--- src/hdl/two_point_sensor_calibrate_rescale_unit_defines.svh ---
// Assertion helpers shared by the RTL files.
`ifndef TWO_POINT_SENSOR_CALIBRATE_RESCALE_UNIT_DEFINES_SVH
`define TWO_POINT_SENSOR_CALIBRATE_RESCALE_UNIT_DEFINES_SVH

`ifndef SYNTHESIS

`define TPSCR_ASSERT(label, clk, rst_n, prop, msg) \
  label: assert property (@(posedge clk) disable iff (!rst_n) (prop)) else $error(msg);

`define TPSCR_ASSERT_NEVER(label, clk, rst_n, prop, msg) \
  label: assert property (@(posedge clk) disable iff (!rst_n) !(prop)) else $error(msg);

`else

`define TPSCR_ASSERT(label, clk, rst_n, prop, msg)

`define TPSCR_ASSERT_NEVER(label, clk, rst_n, prop, msg)

`endif

`endif

--- src/hdl/tpscr_pkg.sv ---
`timescale 1ns / 1ps

package tpscr_pkg;

  localparam int DATA_W     = 12;
  localparam int SENS_W     = 2;
  localparam int RAW_BITS   = 12;
  localparam int COEF_SHIFT = 11;  // coefficients are scaled by 2048
  localparam int SLOPE_W    = 25;
  localparam int OFFSET_W   = 38;
  localparam int QUOT_W     = DATA_W + COEF_SHIFT;
  localparam int PROD_W     = SLOPE_W + RAW_BITS + 1;
  localparam int SUM_W      = OFFSET_W + 1;
  localparam int STATUS_W   = 2;
  localparam int CFG_IDX_W  = 2;

  localparam int NUM_SENSORS_DEFAULT = 3;
  localparam int QUEUE_DEPTH         = 2;

  localparam logic [CFG_IDX_W-1:0] CFG_NOMINAL_BLACK = 2'd0;
  localparam logic [CFG_IDX_W-1:0] CFG_NOMINAL_WHITE = 2'd1;
  localparam logic [CFG_IDX_W-1:0] CFG_LOWER_BOUND   = 2'd2;
  localparam logic [CFG_IDX_W-1:0] CFG_UPPER_BOUND   = 2'd3;

  localparam logic [DATA_W-1:0] NOMINAL_BLACK_RESET = 12'd0;
  localparam logic [DATA_W-1:0] NOMINAL_WHITE_RESET = 12'd4095;
  localparam logic [DATA_W-1:0] LOWER_BOUND_RESET   = 12'd0;
  localparam logic [DATA_W-1:0] UPPER_BOUND_RESET   = 12'd4095;

  localparam logic OP_CALIBRATE = 1'b0;
  localparam logic OP_RESCALE   = 1'b1;

  localparam logic KIND_ACK    = 1'b0;
  localparam logic KIND_SAMPLE = 1'b1;

  localparam logic [STATUS_W-1:0] STATUS_NONE      = 2'd0;
  localparam logic [STATUS_W-1:0] STATUS_COMMITTED = 2'd1;
  localparam logic [STATUS_W-1:0] STATUS_REJECTED  = 2'd2;

  typedef struct packed {
    logic              op;
    logic [SENS_W-1:0] sensor;
    logic [DATA_W-1:0] black_raw;
    logic [DATA_W-1:0] white_raw;
    logic [DATA_W-1:0] reflected_raw;
    logic [DATA_W-1:0] ambient_raw;
    logic              last_entry;
  } in_item_t;

  typedef struct packed {
    logic                kind;
    logic [SENS_W-1:0]   sensor_out;
    logic [DATA_W-1:0]   rescaled_level;
    logic [DATA_W-1:0]   ambient_out;
    logic [STATUS_W-1:0] calib_status;
  } out_item_t;

  typedef struct packed {
    logic [DATA_W-1:0] nominal_black;
    logic [DATA_W-1:0] nominal_white;
    logic [DATA_W-1:0] lower_bound;
    logic [DATA_W-1:0] upper_bound;
  } cfg_regs_t;

  // Decoded item as it travels from the front end to the back end
  typedef struct packed {
    logic                op;
    logic [SENS_W-1:0]   sensor;
    logic                in_range;
    logic                bad_pair;
    logic                last_entry;
    logic [RAW_BITS-1:0] black;
    logic [RAW_BITS-1:0] span;
    logic [RAW_BITS-1:0] reflected;
    logic [DATA_W-1:0]   ambient;
  } cmd_t;

  typedef struct packed {
    logic                start;
    logic [QUOT_W-1:0]   dividend;
    logic [RAW_BITS-1:0] divisor;
  } div_req_t;

  typedef struct packed {
    logic              done;
    logic [QUOT_W-1:0] quotient;
  } div_rsp_t;

endpackage

--- src/hdl/tpscr_front.sv ---
`timescale 1ns / 1ps

module tpscr_front import tpscr_pkg::*; #(
  parameter int NUM_SENSORS = NUM_SENSORS_DEFAULT
) (
  input  logic     clk_i,
  input  logic     rst_ni,
  input  logic     in_valid_i,
  output logic     in_stall_o,
  input  in_item_t in_item_i,
  output logic     push_o,
  output cmd_t     push_cmd_o,
  input  logic     push_ready_i
);

  logic                hold_q;
  cmd_t                cmd_q;
  cmd_t                cmd_d;
  logic [RAW_BITS-1:0] black;
  logic [RAW_BITS-1:0] white;
  logic                load;

  assign in_stall_o = hold_q && !push_ready_i;
  assign load       = in_valid_i && !in_stall_o;

  always_comb begin
    black            = in_item_i.black_raw[RAW_BITS-1:0];
    white            = in_item_i.white_raw[RAW_BITS-1:0];
    cmd_d.op         = in_item_i.op;
    cmd_d.sensor     = in_item_i.sensor;
    cmd_d.in_range   = int'(in_item_i.sensor) < NUM_SENSORS;
    cmd_d.bad_pair   = black >= white;
    cmd_d.last_entry = in_item_i.last_entry;
    cmd_d.black      = black;
    cmd_d.span       = white - black;
    cmd_d.reflected  = in_item_i.reflected_raw[RAW_BITS-1:0];
    cmd_d.ambient    = in_item_i.ambient_raw;
  end

  always_ff @(posedge clk_i or negedge rst_ni) begin
    if (!rst_ni) begin
      hold_q <= 1'b0;
    end else if (!in_stall_o) begin
      hold_q <= in_valid_i;
    end
  end

  always_ff @(posedge clk_i) begin
    if (load) begin
      cmd_q <= cmd_d;
    end
  end

  assign push_o     = hold_q;
  assign push_cmd_o = cmd_q;

endmodule

--- src/hdl/tpscr_queue.sv ---
`timescale 1ns / 1ps
`include "two_point_sensor_calibrate_rescale_unit_defines.svh"

module tpscr_queue import tpscr_pkg::*; (
  input  logic clk_i,
  input  logic rst_ni,
  input  logic push_i,
  input  cmd_t push_cmd_i,
  output logic push_ready_o,
  input  logic pop_i,
  output logic head_valid_o,
  output cmd_t head_cmd_o
);

  localparam int PTR_W = (QUEUE_DEPTH > 1) ? $clog2(QUEUE_DEPTH) : 1;
  localparam int CNT_W = $clog2(QUEUE_DEPTH + 1);

  cmd_t             slot_q [QUEUE_DEPTH];
  logic [PTR_W-1:0] wr_ptr_q;
  logic [PTR_W-1:0] rd_ptr_q;
  logic [CNT_W-1:0] count_q;
  logic             full;
  logic             do_push;
  logic             do_pop;

  assign full         = count_q == CNT_W'(QUEUE_DEPTH);
  assign push_ready_o = !full;
  assign head_valid_o = count_q != '0;
  assign do_push      = push_i && !full;
  assign do_pop       = pop_i && head_valid_o;
  assign head_cmd_o   = slot_q[rd_ptr_q];

  always_ff @(posedge clk_i or negedge rst_ni) begin
    if (!rst_ni) begin
      wr_ptr_q <= '0;
      rd_ptr_q <= '0;
      count_q  <= '0;
    end else begin
      if (do_push) begin
        wr_ptr_q <= (wr_ptr_q == PTR_W'(QUEUE_DEPTH - 1)) ? '0 : wr_ptr_q + PTR_W'(1);
      end
      if (do_pop) begin
        rd_ptr_q <= (rd_ptr_q == PTR_W'(QUEUE_DEPTH - 1)) ? '0 : rd_ptr_q + PTR_W'(1);
      end
      if (do_push && !do_pop) begin
        count_q <= count_q + CNT_W'(1);
      end else if (do_pop && !do_push) begin
        count_q <= count_q - CNT_W'(1);
      end
    end
  end

  always_ff @(posedge clk_i) begin
    if (do_push) begin
      slot_q[wr_ptr_q] <= push_cmd_i;
    end
  end

  `TPSCR_ASSERT_NEVER(a_queue_overfill, clk_i, rst_ni, count_q > CNT_W'(QUEUE_DEPTH), "queue count exceeds depth")

endmodule

--- src/hdl/tpscr_div.sv ---
`timescale 1ns / 1ps

module tpscr_div import tpscr_pkg::*; (
  input  logic     clk_i,
  input  logic     rst_ni,
  input  div_req_t req_i,
  output div_rsp_t rsp_o
);

  localparam int CNT_W = $clog2(QUOT_W + 1);

  logic [CNT_W-1:0]    count_q;
  logic                busy_q;
  logic                done_q;
  logic [QUOT_W-1:0]   quot_q;
  logic [QUOT_W-1:0]   quot_d;
  logic [RAW_BITS-1:0] rem_q;
  logic [RAW_BITS-1:0] rem_d;
  logic [RAW_BITS-1:0] divisor_q;
  logic [RAW_BITS:0]   shifted;
  logic [RAW_BITS:0]   diff;
  logic                ge;

  // One restoring step: shift in the next dividend bit, subtract if it fits
  always_comb begin
    shifted = {rem_q, quot_q[QUOT_W-1]};
    diff    = shifted - {1'b0, divisor_q};
    ge      = shifted >= {1'b0, divisor_q};
    rem_d   = ge ? diff[RAW_BITS-1:0] : shifted[RAW_BITS-1:0];
    quot_d  = {quot_q[QUOT_W-2:0], ge};
  end

  always_ff @(posedge clk_i or negedge rst_ni) begin
    if (!rst_ni) begin
      busy_q  <= 1'b0;
      done_q  <= 1'b0;
      count_q <= '0;
    end else begin
      done_q <= busy_q && (count_q == CNT_W'(1));
      if (req_i.start) begin
        busy_q  <= 1'b1;
        count_q <= CNT_W'(QUOT_W);
      end else if (busy_q) begin
        count_q <= count_q - CNT_W'(1);
        if (count_q == CNT_W'(1)) begin
          busy_q <= 1'b0;
        end
      end
    end
  end

  always_ff @(posedge clk_i) begin
    if (req_i.start) begin
      quot_q    <= req_i.dividend;
      rem_q     <= '0;
      divisor_q <= req_i.divisor;
    end else if (busy_q) begin
      quot_q <= quot_d;
      rem_q  <= rem_d;
    end
  end

  assign rsp_o.done     = done_q;
  assign rsp_o.quotient = quot_q;

endmodule

--- src/hdl/tpscr_back.sv ---
`timescale 1ns / 1ps
`include "two_point_sensor_calibrate_rescale_unit_defines.svh"

module tpscr_back import tpscr_pkg::*; #(
  parameter int NUM_SENSORS = NUM_SENSORS_DEFAULT
) (
  input  logic      clk_i,
  input  logic      rst_ni,
  input  logic      head_valid_i,
  input  cmd_t      head_cmd_i,
  output logic      pop_o,
  input  cfg_regs_t cfg_i,
  output div_req_t  div_req_o,
  input  div_rsp_t  div_rsp_i,
  output logic      out_valid_o,
  input  logic      out_stall_i,
  output out_item_t out_item_o
);

  localparam int IDX_W = (NUM_SENSORS > 1) ? $clog2(NUM_SENSORS) : 1;

  typedef enum logic [6:0] {
    S_IDLE    = 7'b0000001,
    S_DIV     = 7'b0000010,
    S_CAL_MUL = 7'b0000100,
    S_CAL_OFS = 7'b0001000,
    S_RES_MUL = 7'b0010000,
    S_RES_SUM = 7'b0100000,
    S_DONE    = 7'b1000000
  } back_state_e;

  back_state_e state_q;
  back_state_e state_d;

  logic signed [SLOPE_W-1:0]  slope_tab_q      [NUM_SENSORS];
  logic signed [OFFSET_W-1:0] offset_tab_q     [NUM_SENSORS];
  logic signed [SLOPE_W-1:0]  staged_slope_q   [NUM_SENSORS];
  logic signed [OFFSET_W-1:0] staged_offset_q  [NUM_SENSORS];
  logic                       staging_valid_q;

  cmd_t                       cmd_q;
  logic                       neg_q;
  logic signed [SLOPE_W-1:0]  slope_q;
  logic signed [SLOPE_W-1:0]  slope_d;
  logic signed [PROD_W-1:0]   prod_q;
  logic signed [OFFSET_W-1:0] offset_sel_q;
  logic signed [SUM_W-1:0]    sum_q;
  out_item_t                  out_q;
  out_item_t                  out_d;
  logic                       out_valid_q;

  logic [IDX_W-1:0]           idx;
  logic                       need_div;
  logic                       slot_free;
  logic                       load_out;
  logic                       stage_ok;
  logic [DATA_W-1:0]          delta_mag;
  logic [SLOPE_W-1:0]         quot_ext;
  logic signed [SLOPE_W-1:0]  mul_a;
  logic signed [RAW_BITS:0]   mul_b;
  logic signed [PROD_W-1:0]   mul_p;
  logic signed [SLOPE_W-1:0]  tab_slope;
  logic signed [OFFSET_W-1:0] tab_offset;
  logic signed [OFFSET_W-1:0] nb_scaled;
  logic signed [OFFSET_W-1:0] offset_new;
  logic signed [SUM_W-1:0]    level_floor;
  logic signed [SUM_W-1:0]    level;
  logic signed [SUM_W-1:0]    lo_s;
  logic signed [SUM_W-1:0]    hi_s;
  logic                       round_up;
  logic [DATA_W-1:0]          level_clamped;

  assign idx       = IDX_W'(cmd_q.sensor);
  assign pop_o     = (state_q == S_IDLE) && head_valid_i;
  assign need_div  = (head_cmd_i.op == OP_CALIBRATE) && !head_cmd_i.bad_pair &&
                     head_cmd_i.in_range;
  assign slot_free = !out_valid_q || !out_stall_i;
  assign load_out  = (state_q == S_DONE) && slot_free;
  assign stage_ok  = staging_valid_q && !cmd_q.bad_pair;

  // Divider takes |nominal delta| * 2048 over the raw span; sign is applied after
  always_comb begin
    delta_mag = (cfg_i.nominal_white < cfg_i.nominal_black) ?
                cfg_i.nominal_black - cfg_i.nominal_white :
                cfg_i.nominal_white - cfg_i.nominal_black;
    div_req_o.start    = pop_o && need_div;
    div_req_o.dividend = {delta_mag, {COEF_SHIFT{1'b0}}};
    div_req_o.divisor  = head_cmd_i.span;
    quot_ext = SLOPE_W'(div_rsp_i.quotient);
    slope_d  = neg_q ? -$signed(quot_ext) : $signed(quot_ext);
  end

  // One multiplier, shared by the offset and the rescale products
  always_comb begin
    tab_slope  = cmd_q.in_range ? slope_tab_q[idx] : '0;
    tab_offset = cmd_q.in_range ? offset_tab_q[idx] : '0;
    if (state_q == S_CAL_MUL) begin
      mul_a = slope_q;
      mul_b = $signed({1'b0, cmd_q.black});
    end else begin
      mul_a = tab_slope;
      mul_b = $signed({1'b0, cmd_q.reflected});
    end
    mul_p      = mul_a * mul_b;
    nb_scaled  = $signed(OFFSET_W'(cfg_i.nominal_black) << COEF_SHIFT);
    offset_new = nb_scaled - OFFSET_W'(prod_q);
  end

  // Divide by 2048 toward zero, then clamp
  always_comb begin
    level_floor = sum_q >>> COEF_SHIFT;
    round_up    = sum_q[SUM_W-1] && (sum_q[COEF_SHIFT-1:0] != '0);
    level       = level_floor + $signed({{(SUM_W-1){1'b0}}, round_up});
    lo_s        = $signed(SUM_W'(cfg_i.lower_bound));
    hi_s        = $signed(SUM_W'(cfg_i.upper_bound));
    if (level < lo_s) begin
      level_clamped = cfg_i.lower_bound;
    end else if (level > hi_s) begin
      level_clamped = cfg_i.upper_bound;
    end else begin
      level_clamped = level[DATA_W-1:0];
    end
  end

  always_comb begin
    out_d.sensor_out = cmd_q.sensor;
    if (cmd_q.op == OP_RESCALE) begin
      out_d.kind           = KIND_SAMPLE;
      out_d.rescaled_level = level_clamped;
      out_d.ambient_out    = cmd_q.ambient;
      out_d.calib_status   = STATUS_NONE;
    end else begin
      out_d.kind           = KIND_ACK;
      out_d.rescaled_level = '0;
      out_d.ambient_out    = '0;
      if (!cmd_q.last_entry) begin
        out_d.calib_status = STATUS_NONE;
      end else if (stage_ok) begin
        out_d.calib_status = STATUS_COMMITTED;
      end else begin
        out_d.calib_status = STATUS_REJECTED;
      end
    end
  end

  always_comb begin
    state_d = state_q;
    case (state_q)
      S_IDLE: begin
        if (head_valid_i) begin
          if (head_cmd_i.op == OP_RESCALE) begin
            state_d = S_RES_MUL;
          end else if (need_div) begin
            state_d = S_DIV;
          end else begin
            state_d = S_DONE;
          end
        end
      end
      S_DIV: begin
        if (div_rsp_i.done) begin
          state_d = S_CAL_MUL;
        end
      end
      S_CAL_MUL: state_d = S_CAL_OFS;
      S_CAL_OFS: state_d = S_DONE;
      S_RES_MUL: state_d = S_RES_SUM;
      S_RES_SUM: state_d = S_DONE;
      S_DONE: begin
        if (slot_free) begin
          state_d = S_IDLE;
        end
      end
      default: state_d = S_IDLE;
    endcase
  end

  always_ff @(posedge clk_i or negedge rst_ni) begin
    if (!rst_ni) begin
      state_q         <= S_IDLE;
      out_valid_q     <= 1'b0;
      staging_valid_q <= 1'b1;
      for (int i = 0; i < NUM_SENSORS; i++) begin
        slope_tab_q[i]  <= '0;
        offset_tab_q[i] <= '0;
      end
    end else begin
      state_q <= state_d;
      if (load_out) begin
        out_valid_q <= 1'b1;
      end else if (!out_stall_i) begin
        out_valid_q <= 1'b0;
      end
      if (load_out && (cmd_q.op == OP_CALIBRATE)) begin
        if (cmd_q.last_entry) begin
          staging_valid_q <= 1'b1;
          if (stage_ok) begin
            for (int i = 0; i < NUM_SENSORS; i++) begin
              slope_tab_q[i]  <= staged_slope_q[i];
              offset_tab_q[i] <= staged_offset_q[i];
            end
          end
        end else begin
          staging_valid_q <= stage_ok;
        end
      end
    end
  end

  always_ff @(posedge clk_i) begin
    if (pop_o) begin
      cmd_q <= head_cmd_i;
      neg_q <= cfg_i.nominal_white < cfg_i.nominal_black;
    end
    if ((state_q == S_DIV) && div_rsp_i.done) begin
      slope_q <= slope_d;
    end
    if ((state_q == S_CAL_MUL) || (state_q == S_RES_MUL)) begin
      prod_q <= mul_p;
    end
    if (state_q == S_RES_MUL) begin
      offset_sel_q <= tab_offset;
    end
    if (state_q == S_RES_SUM) begin
      sum_q <= SUM_W'(offset_sel_q) + SUM_W'(prod_q);
    end
    if (state_q == S_CAL_OFS) begin
      staged_slope_q[idx]  <= slope_q;
      staged_offset_q[idx] <= offset_new;
    end
    if (load_out) begin
      out_q <= out_d;
    end
  end

  assign out_valid_o = out_valid_q;
  assign out_item_o  = out_q;

  `TPSCR_ASSERT(a_div_done_in_div, clk_i, rst_ni, div_rsp_i.done |-> (state_q == S_DIV), "divider finished outside the divide state")
  `TPSCR_ASSERT(a_decision_rearms, clk_i, rst_ni, (load_out && (cmd_q.op == OP_CALIBRATE) && cmd_q.last_entry) |=> staging_valid_q, "staging not rearmed after commit decision")
  `TPSCR_ASSERT(a_ack_zero_payload, clk_i, rst_ni, (out_valid_q && (out_q.kind == KIND_ACK)) |-> ((out_q.rescaled_level == '0) && (out_q.ambient_out == '0)), "calibration ack carries sample data")

endmodule

--- src/hdl/two_point_sensor_calibrate_rescale_unit.sv ---
`timescale 1ns / 1ps

// Two-point sensor calibration and rescaling. A calibrate item (op 0) turns one sensor's
// black and white raw readings into a slope and offset scaled by 2048 and stages them; the
// item marked last commits all staged pairs if every pair since the previous decision had
// black below white, and reports committed or rejected. A rescale item (op 1) maps the
// reflected reading through the committed coefficients, truncates toward zero, clamps to
// the bounds and passes ambient through. Items enter a registered front end and a
// two-entry queue, and the back end runs one item at a time: a calibrate item with a good
// pair for an existing sensor waits on the 23-step serial divider for the slope, then
// forms the offset in the shared multiplier; a rescale item passes through that multiplier,
// and a calibrate item with a bad pair or an out-of-range sensor goes straight to its ack.
// Results leave through an output register, so the back end moves to the next item once
// the previous result has been transferred or is being transferred.
module two_point_sensor_calibrate_rescale_unit import tpscr_pkg::*; #(
  parameter int NUM_SENSORS = NUM_SENSORS_DEFAULT
) (
  input  logic                 clk_i,
  input  logic                 rst_ni,
  input  logic                 in_valid_i,
  output logic                 in_stall_o,
  input  in_item_t             in_item_i,
  output logic                 out_valid_o,
  input  logic                 out_stall_i,
  output out_item_t            out_item_o,
  input  logic                 cfg_valid_i,
  output logic                 cfg_ready_o,
  input  logic [CFG_IDX_W-1:0] cfg_index_i,
  input  logic [DATA_W-1:0]    cfg_data_i
);

  cfg_regs_t cfg_q;
  logic      push;
  cmd_t      push_cmd;
  logic      push_ready;
  logic      head_valid;
  cmd_t      head_cmd;
  logic      pop;
  div_req_t  div_req;
  div_rsp_t  div_rsp;

  assign cfg_ready_o = 1'b1;

  always_ff @(posedge clk_i or negedge rst_ni) begin
    if (!rst_ni) begin
      cfg_q.nominal_black <= NOMINAL_BLACK_RESET;
      cfg_q.nominal_white <= NOMINAL_WHITE_RESET;
      cfg_q.lower_bound   <= LOWER_BOUND_RESET;
      cfg_q.upper_bound   <= UPPER_BOUND_RESET;
    end else if (cfg_valid_i && cfg_ready_o) begin
      case (cfg_index_i)
        CFG_NOMINAL_BLACK: cfg_q.nominal_black <= cfg_data_i;
        CFG_NOMINAL_WHITE: cfg_q.nominal_white <= cfg_data_i;
        CFG_LOWER_BOUND:   cfg_q.lower_bound   <= cfg_data_i;
        CFG_UPPER_BOUND:   cfg_q.upper_bound   <= cfg_data_i;
        default: ;
      endcase
    end
  end

  tpscr_front #(
    .NUM_SENSORS(NUM_SENSORS)
  ) u_front (
    .clk_i       (clk_i),
    .rst_ni      (rst_ni),
    .in_valid_i  (in_valid_i),
    .in_stall_o  (in_stall_o),
    .in_item_i   (in_item_i),
    .push_o      (push),
    .push_cmd_o  (push_cmd),
    .push_ready_i(push_ready)
  );

  tpscr_queue u_queue (
    .clk_i       (clk_i),
    .rst_ni      (rst_ni),
    .push_i      (push),
    .push_cmd_i  (push_cmd),
    .push_ready_o(push_ready),
    .pop_i       (pop),
    .head_valid_o(head_valid),
    .head_cmd_o  (head_cmd)
  );

  tpscr_div u_div (
    .clk_i (clk_i),
    .rst_ni(rst_ni),
    .req_i (div_req),
    .rsp_o (div_rsp)
  );

  tpscr_back #(
    .NUM_SENSORS(NUM_SENSORS)
  ) u_back (
    .clk_i       (clk_i),
    .rst_ni      (rst_ni),
    .head_valid_i(head_valid),
    .head_cmd_i  (head_cmd),
    .pop_o       (pop),
    .cfg_i       (cfg_q),
    .div_req_o   (div_req),
    .div_rsp_i   (div_rsp),
    .out_valid_o (out_valid_o),
    .out_stall_i (out_stall_i),
    .out_item_o  (out_item_o)
  );

endmodule
--- config.mk ---
export PLATFORM = sky130hd
export DESIGN_NAME = two_point_sensor_calibrate_rescale_unit
export DESIGN_NICKNAME = d
export VERILOG_FILES = /design/src/hdl/tpscr_pkg.sv /design/src/hdl/tpscr_front.sv /design/src/hdl/tpscr_queue.sv /design/src/hdl/tpscr_div.sv /design/src/hdl/tpscr_back.sv /design/src/hdl/two_point_sensor_calibrate_rescale_unit.sv
export VERILOG_INCLUDE_DIRS = /design/src /design/src/hdl
export SDC_FILE = /design/constraint.sdc
export NUM_CORES = 2
export LEC_CHECK = 0
export ABC_AREA = 1
export ABC_CLOCK_PERIOD_IN_PS = 9000
export BUFFER_PORTS_ARGS = -buffer_cell sky130_fd_sc_hd__buf_2
export CELL_PAD_IN_SITES_DETAIL_PLACEMENT = 0
export CELL_PAD_IN_SITES_GLOBAL_PLACEMENT = 1
export CORE_MARGIN = 2
export CORE_UTILIZATION = 35
export CTS_CLUSTER_SIZE = 30
export DETAILED_ROUTE_END_ITERATION = 10
export PLACE_DENSITY_LB_ADDON = 0.12
export SLEW_MARGIN = 20
export SYNTH_ARGS = -nofsm -noshare
export SYNTH_HDL_FRONTEND = slang
export SYNTH_SLANG_ARGS = --single-unit
export TNS_END_PERCENT = 20
--- constraint.sdc ---
create_clock -name clk_i -period 9 [get_ports clk_i]
set_clock_uncertainty 0.05 [all_clocks]
set_input_delay 2.7 -clock clk_i [delete_from_list [all_inputs] [get_ports clk_i]]
set_output_delay 2.7 -clock clk_i [all_outputs]
set_load 0.05 [all_outputs]
# Word level (Yosys, flattened, before mapping)
# Memories as Yosys holds them, arrays and structs flattened. A register that Yosys moved wholly into a read port is not among the register bits.
# Cells that the tools add are included.
# word_totals
reg_bits	382
ram_bits	297
in_bits	71
wordCells	175
mem_count	3
# mem_list
name	depth	width	rd	rd_ports_with_merged_regs	wr	line	text
u_back.staged_offset_q	3	38	3	3	1	tpscr_back.sv:38	logic signed [OFFSET_W-1:0] staged_offset_q [NUM_SENSORS];
u_queue.slot_q	2	54	1	0	1	tpscr_queue.sv:18	cmd_t slot_q [QUEUE_DEPTH];
u_back.staged_slope_q	3	25	3	3	1	tpscr_back.sv:37	logic signed [SLOPE_W-1:0] staged_slope_q [NUM_SENSORS];
# op_classes
n_addsub	13
n_mul	1
magnitude_cmp	7
eq_ne	16
mux	40
bitwise_logic	4
reduce_logical	45
# op_table
cell	n
two-way mux 25 bit	4
binary-select mux 38 bit (select 2 bit)	1
two-way mux 38 bit	2
two-way mux 23 bit	3
two-way mux 12 bit	5
binary-select mux 25 bit (select 2 bit)	1
subtractor 12 bit	4
one-hot mux 7 bit (6 select lines)	1
adder 38 x 38 -> 39 bit	1
greater-than comparator 39 x 13 -> 1 bit	1
< comparator 39 x 13 -> 1 bit	1
multiplier 25 x 13 -> 38 bit	1
subtractor 24 x 38 -> 38 bit	1
two-way mux 7 bit	5
adder 28 x 2 -> 29 bit	1
negation 23 -> 25 bit	1
logical AND 1 bit	16
logical NOT 1 bit	14
greater-or-equal comparator 13 x 12 -> 1 bit	1
two-way mux 1 bit	13
greater-or-equal comparator 12 bit	1
< comparator 12 bit	1
nonzero test 11 bit	1
two-way mux 5 bit	2
27 further kinds	44

# Depth between registers and ports, before layout
# An unclocked memory read counts as a cell.
# depth
word_depth	8
depth_mapped	32

# By module
# From an unflattened synthesis, not the netlist that was laid out.
# hier_totals
hier_cells	5143
hier_area_um2	51211.6
# by_module_without_submodules
module	instances	cells_per_inst	area_per_inst_um2
tpscr_back	1	4017	39425.3
tpscr_queue	1	310	4172.8
tpscr_div	1	383	3061.7
tpscr_front	1	213	2451.1
two_point_sensor_calibrate_rescale_unit	1	220	2100.8

# Worst setup path after synthesis
# Ideal clock, no wire load.
# synth_timing
path_kind	reg-to-reg
start	reg u_back.state_q[1]
end	reg u_back.prod_q[37] (data pin)
setup_ns	0.260
arrival_ns	6.327
required_ns	8.690
path_slack_ns	2.364
stages_incl_launch_ff	27
n_path_buf	2
synth_period_minus_slack_ns	6.636
path_cell_list	dfrtp_1 -> nor2_1 -> inv_1 -> nor3_1 -> nand2_2 -> clkbuf_1 -> o21ai_0 -> inv_1 -> clkbuf_1 -> nor2_1 -> fa_1 -> fa_1 -> inv_1 -> fa_1 -> inv_1 -> fa_1 -> inv_1 -> fa_1 -> inv_1 -> ha_1 -> nand2_1 -> nor2_1 -> inv_1 -> nor4_1 -> nand4_1 -> nand3_1 -> xnor2_1
# synth_via
elab_chain_cells	3
word_cells_on_any_way	4
classes_between	mul (1); eq/ne (1); mux (2)
# synth_lines
element	line	text
start, declared	tpscr_back.sv:32	back_state_e state_q;
start signal, assigned	tpscr_back.sv:188	state_q <= state_d;
== test 7 x 3 -> 1 bit (*)	tpscr_back.sv:97	if (state_q == S_CAL_MUL) begin
two-way mux 25 bit / two-way mux 12 bit (equally long branches)	tpscr_back.sv:97	
multiplier 25 x 13 -> 38 bit (*)	tpscr_back.sv:104	mul_p = mul_a * mul_b;
net u_back.mul_p[37]	tpscr_back.sv:61	logic signed [PROD_W-1:0] mul_p;
end signal, assigned	tpscr_back.sv:219	prod_q <= mul_p;
end, declared	tpscr_back.sv:45	logic signed [PROD_W-1:0] prod_q;
# The timed path passes the listed nets; every way through them passes the cells marked *.
# A chain may end at the register's enable or synchronous reset.

# Worst setup path after layout
# Ends and elaborated chain as after synthesis.

==> impl_metrics.env <==
export IMPL_drv_slew=0
export IMPL_synth_edf_count=587
export IMPL_rows=138
export IMPL_p_per_area_mw_per_mm2=334
export IMPL_postCtsSetupBuffers=0
export IMPL_drt_initial_drc_count=2072
export IMPL_power_frac_comb_pct=44.3
export IMPL_cp_top_family="adder cells"
export IMPL_fin_cells=6969
export IMPL_irDropWorstVdd_mv=0.168
export IMPL_top_layer="met4"
export IMPL_syn_inst=4849
export IMPL_wl_met3_um=5530
export IMPL_synth_ff_type="edfxtp_1"
export IMPL_dp_slack_ns=1.19
export IMPL_setup_tns_ns=0
export IMPL_post_place_cells=6785
export IMPL_path_common_cell="inv_1"
export IMPL_grt_pass1_wl_um=215000
export IMPL_die_area_mm2=0.145
export IMPL_ant_nets=0
export IMPL_clk_path_buf_depth=3
export IMPL_firstDrtPassIters=5
export IMPL_ctsResizeCount=0
export IMPL_port_buffers=101
export IMPL_worst_setup_path_start_kind="flop"
export IMPL_synthArstFlopShare_pct=29.7
export IMPL_setup_violations=0
export IMPL_final_core_util_pct=39.6
export IMPL_fmax_mhz=128
export IMPL_fp_dieW_um=381
export IMPL_cts_hold_buf=0
export IMPL_max_stage_delay_ns=0.82
export IMPL_multi_input_area_mm2=0.0215
export IMPL_status="completed"
export IMPL_gp_congestion=0.869
export IMPL_timing_critical_path_buf_inv=8
export IMPL_ys_warn_count=0
export IMPL_synthSimpleGateAreaFrac_pct=14.0
export IMPL_area_sequential_mm2=0.0246
export IMPL_coreArea_mm2=0.141
export IMPL_drcViolationCount=0
export IMPL_grt_pass1_vias=34726
export IMPL_worst_pin_slew_ns=1.09
export IMPL_syn_num_nets=5405
export IMPL_clk_pin_slew_ns=0.06
export IMPL_grt_ovfl_total=0
export IMPL_p_int_mw=10.9
export IMPL_syn_area_mm2=0.0496
export IMPL_cp_slowest_cell="fa_1"
export IMPL_wl_met2_um=66200
export IMPL_arrival_ns=8.20
export IMPL_h_tree_depth=3
export IMPL_hold_viol=0
export IMPL_grt_max_degree=103
export IMPL_power_share_clock_pct=21.6
export IMPL_yosysSeqAreaShare_pct=49.5
export IMPL_synth_fa_ha_area_share_pct=16.4
export IMPL_setup_worst_path_end_class="flop"
export IMPL_relSlewSlack_pct=26.8
export IMPL_ys_ff_latch=868
export IMPL_ys_types=57
export IMPL_dpl_instance_area_mm2=0.0526
export IMPL_synthMuxAreaShare_pct=4.24
export IMPL_fin_ws_ns=1.19
export IMPL_area_growth_pct=12.6
export IMPL_hp_class="reg2reg"
export IMPL_drive_gt1_share_pct=11.5
export IMPL_hpwl_um=104000
export IMPL_cts_root_buffer="clkbuf_16"
export IMPL_nNetsFinal=5550
export IMPL_cts_made_buffers=97
export IMPL_swShare_pct=41.8
export IMPL_die_y_um=381
export IMPL_syn_avg_cell_area_um2=10.2
export IMPL_synth_top_family_by_area="adder cells"
export IMPL_io_pins=103
export IMPL_cts_tree="yes"
export IMPL_crit_fanout=23
export IMPL_p_sw_mw=7.79
export IMPL_num_vias=33052
export IMPL_grtUsageTotal_pct=19.5
export IMPL_fin_crit_ns=7.81
export IMPL_worst_setup_path_type="reg2reg"
export IMPL_seqPwrFrac_pct=34.1
export IMPL_wirelength_um=139000
export IMPL_start_util_pct=35.2
export IMPL_period_share_pct=86.8
export IMPL_cp_required_ns=9.39
export IMPL_cap_viol_max_count=0
export IMPL_synth_compound_area_share_pct=5.33
export IMPL_cts_sinks=868
export IMPL_antenna_cells=0
export IMPL_drt_met1_wl_um=63200
export IMPL_rsz0062_at_grt="no"
export IMPL_wl_per_cell_um=20.0
export IMPL_synth_xor_area_share_pct=3.26
export IMPL_post_route_cell_area_mm2=0.0559
export IMPL_vias_per_cell=4.74
export IMPL_antenna_found_initial=1
export IMPL_insertion_delay_ns=0.71
export IMPL_fillers=14069
export IMPL_power_leakage_nw=25.2
-- state kept, by name, summed over array words and instances, names as in the netlist, 2 cells and up --
| name | count |
|---|---|
| u_back.offset_tab_q | 114 |
| u_back.staged_offset_q | 114 |
| u_queue.slot_q | 108 |
| u_back.slope_tab_q | 75 |
| u_back.staged_slope_q | 75 |
| u_front.push_cmd_o | 54 |
| cfg_q | 48 |
| u_back.cmd_q | 40 |
| u_back.sum_q | 39 |
| u_back.offset_sel_q | 38 |
| u_back.prod_q | 38 |
| u_back.out_item_o | 29 |
| u_back.slope_q | 25 |
| u_div.quot_q | 23 |
| u_div.divisor_q | 12 |
| u_div.rem_q | 12 |
| u_back.state_q | 7 |
| u_div.count_q | 5 |
| u_back.idx | 2 |
| u_queue.count_q | 2 |
-- per-stage QoR --
| stage | power, mW | hold WS, ns |
|---|---|---|
| finish | 18.6 | 0.390 |
| global route | 20.2 | 0.394 |
| CTS | 18.9 | 0.389 |
| detailed placement | 14.8 | 0.380 |
| global placement | 14.8 | 0.373 |
| floorplan | 11.8 | 0.358 |
-- layout make-up --
| cell class | count | share of cell area, % |
|---|---|---|
| sequential | 868 | 44.0 |
| multi-input combinational | 3034 | 38.5 |
| inverter | 823 | 5.53 |
| clock buffer | 138 | 4.87 |
| tap | 1890 | 4.23 |
| timing repair buffer | 170 | 1.89 |
| clock inverter | 46 | 0.998 |
-- placed cells by master, fill, tap and decap left out, drive strengths merged, types with 3 or more instances in the layout --
cell / n
nand2: 988
inv: 824
edfxtp: 587
nor2: 383
fa: 273
nand3: 237
dfrtp: 232
ha: 212
o21ai: 205
mux2: 187
buf: 170
a21oi: 166
clkbuf: 138
xor2: 125
xnor2: 60
clkinv: 33
a31oi: 30
nor3: 30
nand4: 26
dfstp: 26
dfxtp: 23
nor4: 18
a21o: 15
o22ai: 15
o211ai: 8
o21bai: 7
bufinv: 7
a221oi: 6
or2: 6
a21boi: 5
o221ai: 5
clkinvlp: 5
o21a: 4
a22o: 4
a211oi: 3
o2111ai: 3
nand3b: 3
-- synth_stat cells, types with 17 or more instances --
cell type	instances	area, um2
ha_1	212	2650
edfxtp_1	587	17600
nor3_1	29	145
o21ai_0	171	856
dfxtp_1	23	460
xnor2_1	60	526
inv_1	810	3040
nor2_1	371	1390
nand3_1	235	1180
dfrtp_1	232	5810
buf_2	37	185
nand2_1	981	3680
a31oi_1	30	188
nand4_1	26	163
a21oi_1	166	831
clkbuf_1	73	274
nor4_1	17	106
dfstp_2	26	683
xor2_1	125	1090
mux2_2	187	2110
o21ai_1	34	170
fa_1	273	5470
-- power groups by stage --
stage	clock network [mW]	registers, mW	logic (mW)
2_1_floorplan	0	6.23	5.58
3_3_place_gp	0	6.44	8.35
3_5_place_dp	0	6.46	8.35
4_1_cts	4.14	6.38	8.40
5_1_grt	4.30	6.48	9.37
6_report	4.03	6.37	8.25
-- worst register-to-register path, stage by stage (launching register included) --
cell and delay [ns]:
dfrtp_1 0.39, nor2_1 0.15, inv_1 0.07, nor3_1 0.29, nand2_2 0.34, buf_4 0.29, nand2_1 0.06, o21ai_0 0.16
inv_1 0.71, nor2_1 0.17, fa_1 0.58, fa_1 0.82, inv_1 0.28, fa_1 0.58, inv_1 0.05, fa_1 0.47
inv_1 0.06, fa_1 0.53, inv_1 0.04, ha_1 0.36, nand2_1 0.12, nor2_1 0.15, inv_1 0.07, nor4_1 0.39
nand4_1 0.15, nand3_1 0.13, xnor2_1 0.08
-- worst paths after layout --
path | cells after the start | end | startpoint | slack [ns]
max | 26 | u_back.prod_q[37] | u_back.state_q[1] | 1.19
min | 0 | u_queue.slot_q[1][10] | u_front.push_cmd_o[10] | 0.39
max reg2reg | 26 | u_back.prod_q[37] | u_back.state_q[1] | 1.19
min reg2reg | 0 | u_queue.slot_q[1][10] | u_front.push_cmd_o[10] | 0.39
max in group asynchronous | 2 | cfg_q[46] | rst_ni | 5.75
min in group asynchronous | 1 | u_back.offset_tab_q[31] | rst_ni | 1.97
-- routing by layer --
metal  vias to the layer above  global-route usage (%)
met4                         0                    5.85
met3                       184                    3.26
li1                      16034                       -
met2                       606                    32.4
met1                     16228                    26.0
met5                         -                       0
-- cell families after synthesis --
group,Yosys count
simple gates,1696
buf+inv,947
flops,868
fa+ha+maj,485
compound gates,480
mux,187
xor+xnor,185
other cells,1
Power figures use the tool's default switching activity.
